### src/hdl/grerode_fifo.sv
// Small register-based FIFO with valid/ready on both sides and a fill level.
`timescale 1ns / 1ps
module grerode_fifo #(
   parameter int WIDTH = 8,
   parameter int DEPTH = 4
) (
   input  logic                       clock,
   input  logic                       reset,
   input  logic                       push_valid,
   output logic                       push_ready,
   input  logic [WIDTH-1:0]           push_data,
   output logic                       pop_valid,
   input  logic                       pop_ready,
   output logic [WIDTH-1:0]           pop_data,
   output logic [$clog2(DEPTH+1)-1:0] level
);

   localparam int PW = $clog2(DEPTH);
   localparam int LW = $clog2(DEPTH + 1);

   logic [WIDTH-1:0] mem_ff [DEPTH];
   logic [PW-1:0]    wr_ptr_ff, wr_ptr_in;
   logic [PW-1:0]    rd_ptr_ff, rd_ptr_in;
   logic [LW-1:0]    count_ff, count_in;
   logic             push, pop;

   assign push_ready = (count_ff != LW'(DEPTH));
   assign pop_valid  = (count_ff != '0);
   assign push       = push_valid && push_ready;
   assign pop        = pop_valid && pop_ready;
   assign pop_data   = mem_ff[rd_ptr_ff];
   assign level      = count_ff;

   // Pointer and count update
   always_comb begin
      wr_ptr_in = push ? wr_ptr_ff + PW'(1) : wr_ptr_ff;
      rd_ptr_in = pop ? rd_ptr_ff + PW'(1) : rd_ptr_ff;
      count_in  = count_ff;
      if (push && !pop) begin
         count_in = count_ff + LW'(1);
      end else if (pop && !push) begin
         count_in = count_ff - LW'(1);
      end
   end

   always_ff @(posedge clock) begin
      if (reset) begin
         wr_ptr_ff <= '0;
         rd_ptr_ff <= '0;
         count_ff  <= '0;
      end else begin
         wr_ptr_ff <= wr_ptr_in;
         rd_ptr_ff <= rd_ptr_in;
         count_ff  <= count_in;
      end
   end

   // Storage
   always_ff @(posedge clock) begin
      if (push) begin
         mem_ff[wr_ptr_ff] <= push_data;
      end
   end

endmodule

### config.mk
export PLATFORM = sky130hd
export DESIGN_NAME = grerode_fifo
export DESIGN_NICKNAME = d
export VERILOG_FILES = /design/src/hdl/grerode_fifo.sv
export SDC_FILE = /design/constraint.sdc
export NUM_CORES = 1
export LEC_CHECK = 0
export ABC_AREA = 1
export BUFFER_PORTS_ARGS = -buffer_cell sky130_fd_sc_hd__buf_4
export CORE_MARGIN = 3
export CORE_UTILIZATION = 55
export DETAILED_ROUTE_END_ITERATION = 16
export GPL_ROUTABILITY_DRIVEN = 0
export GPL_TIMING_DRIVEN = 0
export PLACE_DENSITY = 0.77
export SLEW_MARGIN = 20
export SYNTH_ARGS = -nofsm -noshare
export SYNTH_HDL_FRONTEND = slang
export SYNTH_SLANG_ARGS = --single-unit
### constraint.sdc
create_clock -name clock -period 2.2 [get_ports clock]
set_input_delay 0.22 -clock clock [delete_from_list [all_inputs] [get_ports clock]]
set_output_delay 0.22 -clock clock [all_outputs]
set_load 0.1 [all_outputs]
# --- Word level (Yosys, flattened, before mapping) ---
# Memories as Yosys holds them, arrays and structs flattened. A register that Yosys moved wholly into a read port is not among the register bits.
# Index checks and enable logic that the tools add are counted.
word_totals:
  reg_bits: 7
  input_bits: 12
  memories: 1
  out_inout_bits: 13
  mem_bits_rw: 32
classes:
  eq_ne: 1
  n_addsub: 4
  n_reduce_logical: 8
  muxes: 6
mem_list:
  columns: ["name", "depth", "width", "rd", "rd_ports_with_merged_regs", "write_ports", "line", "source"]
  rows:
  - ["mem_ff", 4, 8, 1, 1, 1, "21", "logic [WIDTH-1:0] mem_ff [DEPTH];"]
op_table:
  columns: ["op", "count"]
  rows:
  - ["$mux 3", 2]
  - ["$add 2x1->2 const B", 2]
  - ["$logic_and 1x1->1", 4]
  - ["$mux 2", 2]
  - ["$add 3x1->3 const B", 1]
  - ["$ne 3x3->1 const B", 1]
  - ["$reduce_bool 3->1", 1]
  - ["$sub 3x1->3 const B", 1]
  - ["$logic_not 1->1", 2]
  - ["$mux 1", 2]
  - ["$reduce_bool 2->1", 1]

# --- Longest topological paths before layout ---
depth:
  depth_word: 6
  ltp_mapped: 13
  mapped_depth_nobuf: 13

# --- Least setup slack after synthesis ---
# No wires, ideal clock.
synth_path:
  kind: "reg-to-reg"
  startpoint: "reg count_ff[2] (netlist: level[2])"
  endpoint: "reg count_ff[1] (netlist: level[1])"
  synth_period_minus_slack_ns: 2.852
  stages_incl_launch_ff: 9
  n_path_buf: 0
  arrival_time_ns: 2.734
  setup_slack_ns: -0.652
  t_required_ns: 2.083
  path_cell_list: "dfxtp_1 > nand2_2 > nand2_2 > inv_2 > ha_1 > inv_1 > fa_1 > o21ai_0 > nor2_1"
synth_lines:
  columns: ["item", "line", "source"]
  rows:
  - ["start: declaration", "24", "logic [LW-1:0] count_ff, count_in;"]
  - ["start signal: assignment", "54", "count_ff <= count_in;"]
  - ["$ne 3x3->1", "27", "assign push_ready = (count_ff != LW'(DEPTH));"]
  - ["via push_ready", "10", "output logic push_ready,"]
  - ["$logic_and 1x1->1", "29", "assign push = push_valid && push_ready;"]
  - ["via push", "25", "logic push, pop;"]
  - ["$logic_and 1x1->1", "39", "if (push && !pop) begin"]
  - ["$mux 3", "39", null]
  - ["via count_in[1]", "24", null]
# The timed path passes the listed nets, and every way through them passes these cells.
# A chain may end at the register's enable or synchronous reset.

==> impl_results.md <==
* Core area at 2830 sq um
* Most frequent cells in the layout: edfxtp_1, nor2_1, buf_4
* Register area share after synthesis at 67.6%
* Count of final setup violators at 0
* Vias at 1129
* Fillcell total at 197
* Max cap viols at 0
* Met1 usage at 20.7%
* Root buffer cell: clkbuf_4
* Clock slew at reported path FFs at 0.12 ns
* Worst Path Required at 1.98 ns
* Iteration-0 DRC Markers at 28
* Tcrit/Tclk final at 87.1%
* Die H at 61.4 um
* F_max at 522 MHz
* Mapped Cells at 144
* Clock Sinks at 41
* Number of inserted diodes at 0
* Total Routed Length at 3.12 mm
* Tmin final at 1.92 ns
* Mapped Nets at 162
* # IOs at 25
* WP buf/inv at 2
* Initial antenna violation count at 0
* Setup CP Type: flop to primary output
* Crit path largest cell delay at 0.43 ns
* Multi-input gate area at 524 sq um
* Share of cells above drive strength 1 at 31.8%
* Worst setup EP type: primary output
* Final-report max-slew violation count at 0
* Cell Chain, Critical Path: inv_1 -> o21ai_0 -> o22ai_2 -> buf_4
* Mapped cell area at 1690 sq um
* Syn-to-layout area delta at 23.1%
* Synthesis warning total at 0
* Top Usage Layer GRT: met2
* Initial Util at 59.7%
* Reg area at 1150 sq um
* Min-delay worst type: input pin to flop
* CP delay by family, top: buffers and inverters
* # hold bufs at CTS at 0
* Pre-antenna DRT Iters at 6
* Final #Nets at 193
* Rel. slew slack at 47.4%
* Global-route met3 utilization at 5.87%
* FF+latch count, synth at 41
* Avg Inst Size Synth at 11.7 sq um
* TritonCTS clock tree: yes
* Commonest non-fill, non-tap cell in the layout: edfxtp_1
* Row count at 19
* CP Launch Type: flop
* First-pass GRT wire length at 4.96 mm
* Longest Clk Path Bufs at 2
* GRT overflow at 0
* Vias/cell at 5.45
* Crit path arrival time at 1.70 ns
* Largest net degree at the start of global routing at 14
* Post-DP HPWL at 2.24 mm
* Die Wd at 61.4 um
* Slowest cell on crit path: dfxtp_1
* Gr usage total at 19.1%
* PortBufs at 24
* Routed Antenna Nets at 0
* Die area at 3770 sq um
* Status: finished clean
* Vias in the first global route at 1136
* RSZ-0062 raised after global routing: no
* Measured slew at the worst slew-check pin at 0.786 ns
* Met2 Usage GRT at 34.9%
* Cts bufs inserted at 5
* Final Hold Fails at 0
* Post-Route Utilization at 73.5%
* Crit path max fanout at 9
* Clock Skew at 0.00775 ns
* Yosys cell types at 19
* WL per Instance at 15.1 um
* Worst Hold Slack at 0.0483 ns
* DRC at 0
* Setup bufs post-CTS at 0
* Resized Gates After CTS at 0
* Clk Latency, worst-skew pair at 0.35 ns
* CTS H-tree depth at 2
## layout make-up
cell class / count / share of cell area, %
Clock inverter: 3 / 3.13
Clock buffer: 5 / 1.81
Timing Repair Buffer: 24 / 8.67
Buffer: 2 / 1.08
Multi-Input combinational cell: 85 / 25.2
Sequential cell: 41 / 55.3
Tap cell: 31 / 1.87
Inverter: 16 / 2.89
## final timing paths
path,start,end,slack (ns),cells past startpoint
setup / recovery,flop,pop_data[6],0.28,4
hold / removal,reset,level[0],0.05,2
setup reg to reg,level[1],level[1],0.34,9
hold reg to reg,rd_ptr_ff[0],rd_ptr_ff[0],0.52,2
## layer usage
layer | vias to the layer above | part of all wire [%]
met5 | - | 0
met2 | 25 | 55
met3 | 4 | 4.2
met4 | 0 | 1.2
li1 | 555 | -
met1 | 545 | 40
## logic make-up after synthesis
family                     share of synthesized area [%]
xor gates and xnor gates                           0.519
buffers and inverters                               4.89
and+or+nand+nor                                     12.5
adders and majority gates                           4.89
AOI/OAI and AO/OA                                   9.56
DFF                                                 67.6
## synth_stat cells (all sizes together)
master  count  area [sq um]
o21ai      17          96.3
buf         2          22.5
ha          5          62.6
o22ai       8          50.1
nand3b      1          7.51
fa          1          20.0
inv        16          60.1
nand3       4          20.0
edfxtp     32           961
xor2        1          8.76
dfxtp       9           180
nor2       30           118
a21oi       3          15.0
nand2      15          66.3
## stage by stage
stage                     TNS [ns]  cell area (sq um)  worst slack, ns  cells
after floorplan            -0.0470               1760          -0.0470    144
after global placement           0               1980            0.393    199
after detailed placement         0               1980            0.350    199
after CTS                        0               2080            0.253    207
after global routing             0               2080            0.167    207
final                            0               2080            0.283    207
## flip-flops by register name, summed over array words and instances, names as in the netlist, named ones only
name and count:
mem_ff 32, level 3, rd_ptr_ff 2, wr_ptr_ff 2
Power is not shown: default switching activity piles up to over one toggle a cycle in this logic, so the estimate is an artifact.
