==> src/hdl/grerode_pkg.sv <==
// Shared types, constants and helper functions for the 3x3 grayscale erosion block.
`timescale 1ns / 1ps
package grerode_pkg;

   // Sizes and configuration defaults
   localparam int MAX_WIDTH_DEFAULT = 1024;
   localparam int PIX_W             = 8;
   localparam int WIDTH_REG_W       = 11;
   localparam int HEIGHT_REG_W      = 13;
   localparam int ROW_W             = 12;
   localparam int MAX_HEIGHT        = 4096;
   localparam int MIN_SIZE          = 3;
   localparam int WIDTH_RESET       = 640;
   localparam int HEIGHT_RESET      = 480;
   localparam int CSR_DATA_W        = 13;
   localparam int CSR_INDEX_W       = 1;

   // Queue depths (powers of two)
   localparam int CMD_DEPTH = 4;
   localparam int RES_DEPTH = 4;

   // Register indexes of the configuration port
   typedef enum logic [CSR_INDEX_W-1:0] {
      CSR_IMAGE_WIDTH  = 1'b0,
      CSR_IMAGE_HEIGHT = 1'b1
   } csr_index_type;

   // Input transfer
   typedef struct packed {
      logic [PIX_W-1:0] pixel;
      logic             frame_start;
   } req_payload_type;

   // Output transfer
   typedef struct packed {
      logic [PIX_W-1:0] eroded_pixel;
      logic             row_end;
      logic             frame_end;
   } rsp_payload_type;

   // Classification of one pixel, front to back
   typedef struct packed {
      logic emit;
      logic row_end;
      logic frame_end;
   } cmd_flags_type;

   function automatic logic [PIX_W-1:0] min3(input logic [PIX_W-1:0] a,
                                              input logic [PIX_W-1:0] b,
                                              input logic [PIX_W-1:0] c);
      logic [PIX_W-1:0] m;
      m = (a < b) ? a : b;
      return (m < c) ? m : c;
   endfunction

endpackage

==> src/hdl/grerode_front.sv <==
// Front end: configuration registers, raster position tracking and pixel classification.
`timescale 1ns / 1ps
module grerode_front
   import grerode_pkg::*;
#(
   parameter int MAX_WIDTH = MAX_WIDTH_DEFAULT
) (
   input  logic                         clock,
   input  logic                         reset,
   input  logic                         req_valid,
   output logic                         req_ready,
   input  req_payload_type              req_payload,
   input  logic                         csr_write,
   input  logic [CSR_INDEX_W-1:0]       csr_index,
   input  logic [CSR_DATA_W-1:0]        csr_wdata,
   output logic                         cmd_valid,
   input  logic                         cmd_ready,
   output logic [$clog2(MAX_WIDTH)-1:0] cmd_index,
   output logic [PIX_W-1:0]             cmd_pixel,
   output cmd_flags_type                cmd_flags
);

   localparam int CW   = $clog2(MAX_WIDTH);
   localparam int WCMP = (WIDTH_REG_W > CW + 1) ? WIDTH_REG_W : CW + 1;
   localparam int HCMP = HEIGHT_REG_W;

   logic [WIDTH_REG_W-1:0]  width_ff, width_in;
   logic [HEIGHT_REG_W-1:0] height_ff, height_in;
   logic [CW-1:0]           col_ff, col_in;
   logic [ROW_W-1:0]        row_ff, row_in;
   logic [WCMP-1:0]         width_eff, width_ext, col_next;
   logic [HCMP-1:0]         height_eff, row_next;
   logic [CW-1:0]           col_cur;
   logic [ROW_W-1:0]        row_cur;
   logic                    last_col, last_row, accept;

   // Configuration writes
   always_comb begin
      width_in  = width_ff;
      height_in = height_ff;
      if (csr_write) begin
         unique case (csr_index)
            CSR_IMAGE_WIDTH:  width_in  = csr_wdata[WIDTH_REG_W-1:0];
            CSR_IMAGE_HEIGHT: height_in = csr_wdata[HEIGHT_REG_W-1:0];
            default: ;
         endcase
      end
   end

   // Saturate the frame size to the supported range
   always_comb begin
      width_ext = WCMP'(width_ff);
      if (width_ext < WCMP'(MIN_SIZE)) begin
         width_eff = WCMP'(MIN_SIZE);
      end else if (width_ext > WCMP'(MAX_WIDTH)) begin
         width_eff = WCMP'(MAX_WIDTH);
      end else begin
         width_eff = width_ext;
      end
      if (height_ff < HCMP'(MIN_SIZE)) begin
         height_eff = HCMP'(MIN_SIZE);
      end else if (height_ff > HCMP'(MAX_HEIGHT)) begin
         height_eff = HCMP'(MAX_HEIGHT);
      end else begin
         height_eff = height_ff;
      end
   end

   // Position of this pixel and its classification
   always_comb begin
      col_cur   = req_payload.frame_start ? '0 : col_ff;
      row_cur   = req_payload.frame_start ? '0 : row_ff;
      col_next  = WCMP'(col_cur) + WCMP'(1);
      row_next  = HCMP'(row_cur) + HCMP'(1);
      last_col  = (col_next >= width_eff);
      last_row  = (row_next >= height_eff);

      cmd_flags.emit      = (row_cur >= ROW_W'(2)) && (col_cur >= CW'(2));
      cmd_flags.row_end   = last_col;
      cmd_flags.frame_end = last_col && last_row;
   end

   assign req_ready = cmd_ready;
   assign cmd_valid = req_valid;
   assign cmd_index = col_cur;
   assign cmd_pixel = req_payload.pixel;
   assign accept    = req_valid && cmd_ready;

   // Advance the raster position, wrapping at row and frame end
   always_comb begin
      col_in = col_ff;
      row_in = row_ff;
      if (accept) begin
         if (last_col) begin
            col_in = '0;
            row_in = last_row ? '0 : row_next[ROW_W-1:0];
         end else begin
            col_in = col_next[CW-1:0];
            row_in = row_cur;
         end
      end
   end

   always_ff @(posedge clock) begin
      if (reset) begin
         width_ff  <= WIDTH_REG_W'(WIDTH_RESET);
         height_ff <= HEIGHT_REG_W'(HEIGHT_RESET);
         col_ff    <= '0;
         row_ff    <= '0;
      end else begin
         width_ff  <= width_in;
         height_ff <= height_in;
         col_ff    <= col_in;
         row_ff    <= row_in;
      end
   end

endmodule

==> config.mk <==
export PLATFORM = sky130hd
export DESIGN_NAME = grerode_front
export DESIGN_NICKNAME = d
export VERILOG_FILES = /design/src/hdl/grerode_pkg.sv /design/src/hdl/grerode_front.sv
export SDC_FILE = /design/constraint.sdc
export NUM_CORES = 1
export LEC_CHECK = 0
export BUFFER_PORTS_ARGS = -buffer_cell sky130_fd_sc_hd__buf_2
export CAP_MARGIN = 20
export CORE_ASPECT_RATIO = 1.5
export CORE_MARGIN = 5
export CORE_UTILIZATION = 45
export CTS_CLUSTER_DIAMETER = 80
export CTS_CLUSTER_SIZE = 28
export DETAILED_ROUTE_END_ITERATION = 7
export GPL_ROUTABILITY_DRIVEN = 0
export HOLD_SLACK_MARGIN = 0.08
export PLACE_DENSITY = 0.74
export SKIP_CTS_REPAIR_TIMING = 1
export SLEW_MARGIN = 20
export SYNTH_ARGS = -nofsm -noshare
export SYNTH_HDL_FRONTEND = slang
export SYNTH_SLANG_ARGS = --single-unit
==> constraint.sdc <==
create_clock -name clock -period 13.2 [get_ports clock]
set_input_delay 3.96 -clock clock [delete_from_list [all_inputs] [get_ports clock]]
set_output_delay 3.96 -clock clock [all_outputs]
set_load 0.01 [all_outputs]
# ---- Word-level counts from Yosys, hierarchy flattened
# Index checks and enable logic that the tools add are counted.
dict set report totals {
  ff_bits 46
  in_bits 28
  output_inout_bits 23
  wordCells 29
}
dict set report classes {
  n_addsub 2
  order_cmp 8
  n_mux 9
  n_bitwise 1
  reduce_logical 5
}
# op count
set ops {}
lappend ops {{$mux W12} 3}
lappend ops {{$mux W13} 2}
lappend ops {{$mux W11} 2}
lappend ops {{$mux W10} 2}
lappend ops {{$add A12 B1 Y13 const B} 1}
lappend ops {{$ge A13 B13 Y1} 1}
lappend ops {{$gt A13 B13 Y1 const B} 1}
lappend ops {{$lt A13 B2 Y1 const B} 1}
lappend ops {{$ge A12 B2 Y1 const B} 1}
lappend ops {{$add A10 B1 Y11 const B} 1}
lappend ops {{$ge A11 B11 Y1} 1}
lappend ops {{$gt A11 B11 Y1 const B} 1}
lappend ops {{$lt A11 B2 Y1 const B} 1}
lappend ops {{$ge A10 B2 Y1 const B} 1}
lappend ops {{$reduce_and A2 Y1} 2}
lappend ops {{$logic_and A1 B1 Y1} 3}
lappend ops {{$not A1 Y1} 1}

# ---- Longest topological paths before layout
dict set report logic_depth {
  depth_word 6
  depth_mapped 20
}

# ---- Worst setup path after synthesis
# OpenSTA, ideal clock, no wires.
dict set report synth_path {
  path_type {input to output}
  startpoint {input port req_payload[0] (netlist name)}
  endpoint {output port cmd_flags[0] (netlist name)}
  arrival_time_ns 7.427
  required_time_ns 9.240
  path_slack_ns 1.813
  stages 16
  path_cell_list {clkbuf_1 -> clkbuf_1 -> buf_1 -> nor2b_1 -> ha_1 -> and3_1 -> and3_1 -> and3_1 -> and3_1 -> ha_1 -> nand4_1 -> or3_1 -> a211o_2 -> and3_4 -> buf_6 -> nor2_1}
}
# item line
set synth_rtl {}
lappend synth_rtl {{start: declaration} grerode_front.sv:12} ;# input req_payload_type req_payload,
lappend synth_rtl {{end: declaration} grerode_front.sv:20} ;# output cmd_flags_type cmd_flags

==> flow_summary.yaml <==
logic_synthesis:
  synth_simple_gate_area_frac: 0.349
  synth_xor_area_frac: 0.0442
  synth.avg_cell_area_um2: 7.36
  synth_seq_area_share: 0.290
  synth_area_leaders: "dfxtp_1 (29%), nand2_1 (11%), ha_1 (11%)"
  synth_fp_nets: 487
  synth_top_family_by_area: "simple AND/OR/NAND/NOR gates"
  netlist_area_um2: 3170
  synth_warnings: 0
  synth-compound-area-share: 0.130
  ys_types: 50
  synth_top_cell_area_share: 0.290
  synth_adder_area_share: 0.110
  synthCells: 431
  synthMuxAreaShare: 0.00355
  ys_seq_elements: 46
  yosys.area.top_type: "dfxtp_1"
cells_and_area:
  final_common_cell: "nand2_1"
  area_growth_pct: 6.59
  layout_common_cells: "nand2_1 (96), dfxtp_1 (46), a21oi_1 (43)"
  diodes: 0
  final_util: 0.493
  fin_nets: 498
  drive_gt1_frac: 0.113
  final_cell_area_um2: 3380
  stdcell_count: 521
detailed_routing:
  drt_iter0_markers: 124
  viasPerCell: 5.82
  drc_errors: 0
  wl_per_cell_um: 15.7
  vias: 3034
  routed_wl_um: 8170
  dr.pass1.iters: 4
  ant_nets: 0
floorplanning:
  core_um2: 6850
  die_width_um: 78.6
  dieArea_um2: 8860
  std_cell_rows: 37
  start_util: 0.463
  io_pins: 51
  chipHeight_um: 113
placement:
  dp_hpwl_um: 6230
  placed_area_um2: 3270
  place_ws_ns: 1.82
  post-place-cells: 513
  portBuffers: 34
pwr:
  seqPwrFrac: 0.506
  sw_frac_of_total: 0.267
  p_int_mw: 0.215
  power_density_nw_per_um2: 86.7
  power_frac_clock: 0.360
  switchingPower_mw: 0.0782
  p_comb_frac: 0.134
  power_mw: 0.293
  vdd_drop_max_mv: 0.0760
  p_leak_nw: 1.42
global_route:
  grt-busiest-layer: "met2"
  gr-usage-met3: 0.0303
  grt_pass1_vias: 3052
  use_met2: 0.339
  antenna_found_initial: 0
  overflow: 0
  grt_use_total: 0.189
  grt_util_met1: 0.187
  grt_max_degree: 50
  grt_pass1_wl_um: 13500
worst_hold_path:
  min_path_type: "flip-flop to flip-flop"
timing:
  tightest_slew_ns: 0.852
  skew_ns: 0.0148
  slew_violations: 0
  max_slew_margin: 0.432
  timing.final.crit_share: 0.868
  fmax_ghz: 0.0873
  report.final.hold_viol_count: 0
  period_minus_slack_ns: 11.45
  fin_ws_ns: 1.75
  whs_ns: 0.466
  fin_setup_tns_ns: 0
  setup_viol: 0
  rsz0062_at_grt: "no"
worst_setup_path:
  worstPathRequired_ns: 9.24
  start_kind: "input pin"
  path_cells: "buf_2 > inv_1 > nand2_1 > inv_1 > ha_1 > and4b_1 > nand3_1 > xor2_1 > nor2_1 > ha_1 > a21oi_1 > a21oi_1 > nor3_1 > and2_1 > inv_2 > buf_2"
  setup.worst_path.class: "input pin to primary output"
  critPathArrivalTime_ns: 7.49
  path_max_fanout: 30
  endpoint_kind: "primary output"
  slowest_delay_ns: 0.61
  cp_slowest_cell: "and2_1"
clock_tree:
  cts_tree: "done"
  cts_buffer_depth: 2
  clkTransAtPathRegs_ns: 0.08
  root_buffer: "clkbuf_8"
  clk_latency_ns: 0.32
  clkSinkCount: 46
  numCtsBuffers: 5
  htree_levels: 2
run:
  maxCapViolations: 0
status:
  run_status: "complete, no violations"
[final timing paths]
kind	from	to	slack, ns	cells past startpoint
worst max-delay path	req_payload[0]	cmd_flags[1]	1.75	16
worst min-delay path	width_ext[1]	width_ext[1]	0.47	2
worst max register to register	col_ff[1]	col_ff[8]	9.21	13
worst min register to register	width_ext[1]	width_ext[1]	0.47	2
[state kept, by name, summed over array words and instances (netlist names)]
register and count:
height_ff 13, width_ext 11, col_ff 10, row_ff 12
[critical path: cells and delay by family]
family	cells	cell delay (ns)
AND/OR/NAND/NOR	6	1.37
buffers and inverters	5	1.19
adder cells (fa/ha/maj)	2	0.58
AO/OA/AOI/OAI	2	0.24
XOR/XNOR	1	0.15
[metal layers]
metal  part of all wire  vias up  wire length, um
li1                   -     1517                -
met1               0.37     1389             3010
met2               0.51       89             4190
met3              0.046       39              377
met4              0.073        0              599
met5                  0        -                0
[Yosys cell counts, drive strengths merged]
cell / number
ha: 28
nor4: 10
a21oi: 43
a211o: 1
o22ai: 1
inv: 13
o21ai: 6
a211oi: 2
a21o: 1
nand3b: 9
and2b: 1
a31oi: 3
nor2b: 16
and3: 9
buf: 16
mux2: 1
clkinv: 2
or3: 2
o31a: 1
nor4b: 1
and2: 5
dfxtp: 46
nand4: 10
nand3: 23
nand4b: 1
nor2: 25
o31ai: 2
a31o: 1
or2: 1
and4b: 1
xor2: 4
clkbuf: 15
nand2: 96
or4: 3
xnor2: 12
a22oi: 1
nor3: 5
and4: 1
a311oi: 5
a32oi: 3
nand2b: 5
[area by class of cell]
class,count,area (um^2)
fill,677,3470
multi-input combinational,339,2020
sequential,46,921
timing repair buffer,35,178
tap,78,97.6
clock buffer,7,76.3
inverter,15,56.3
clock inverter,1,30.0
[kinds of logic after synthesis]
logic type / Yosys count
fa+ha+maj: 28
buf+inv: 46
mux: 1
xor+xnor: 16
simple gates: 224
compound gates: 70
flops: 46
[power groups by stage]
stage | Sequential [mW] | Combinational (mW) | Clock, mW
after CTS | 0.148 | 0.0393 | 0.108
after global placement | 0.152 | 0.0382 | 0
final | 0.148 | 0.0393 | 0.106
after floorplan | 0.150 | 0.0320 | 0
after global routing | 0.149 | 0.0447 | 0.114
after detailed placement | 0.152 | 0.0393 | 0
Note: power is estimated with default switching activity, not from simulation.
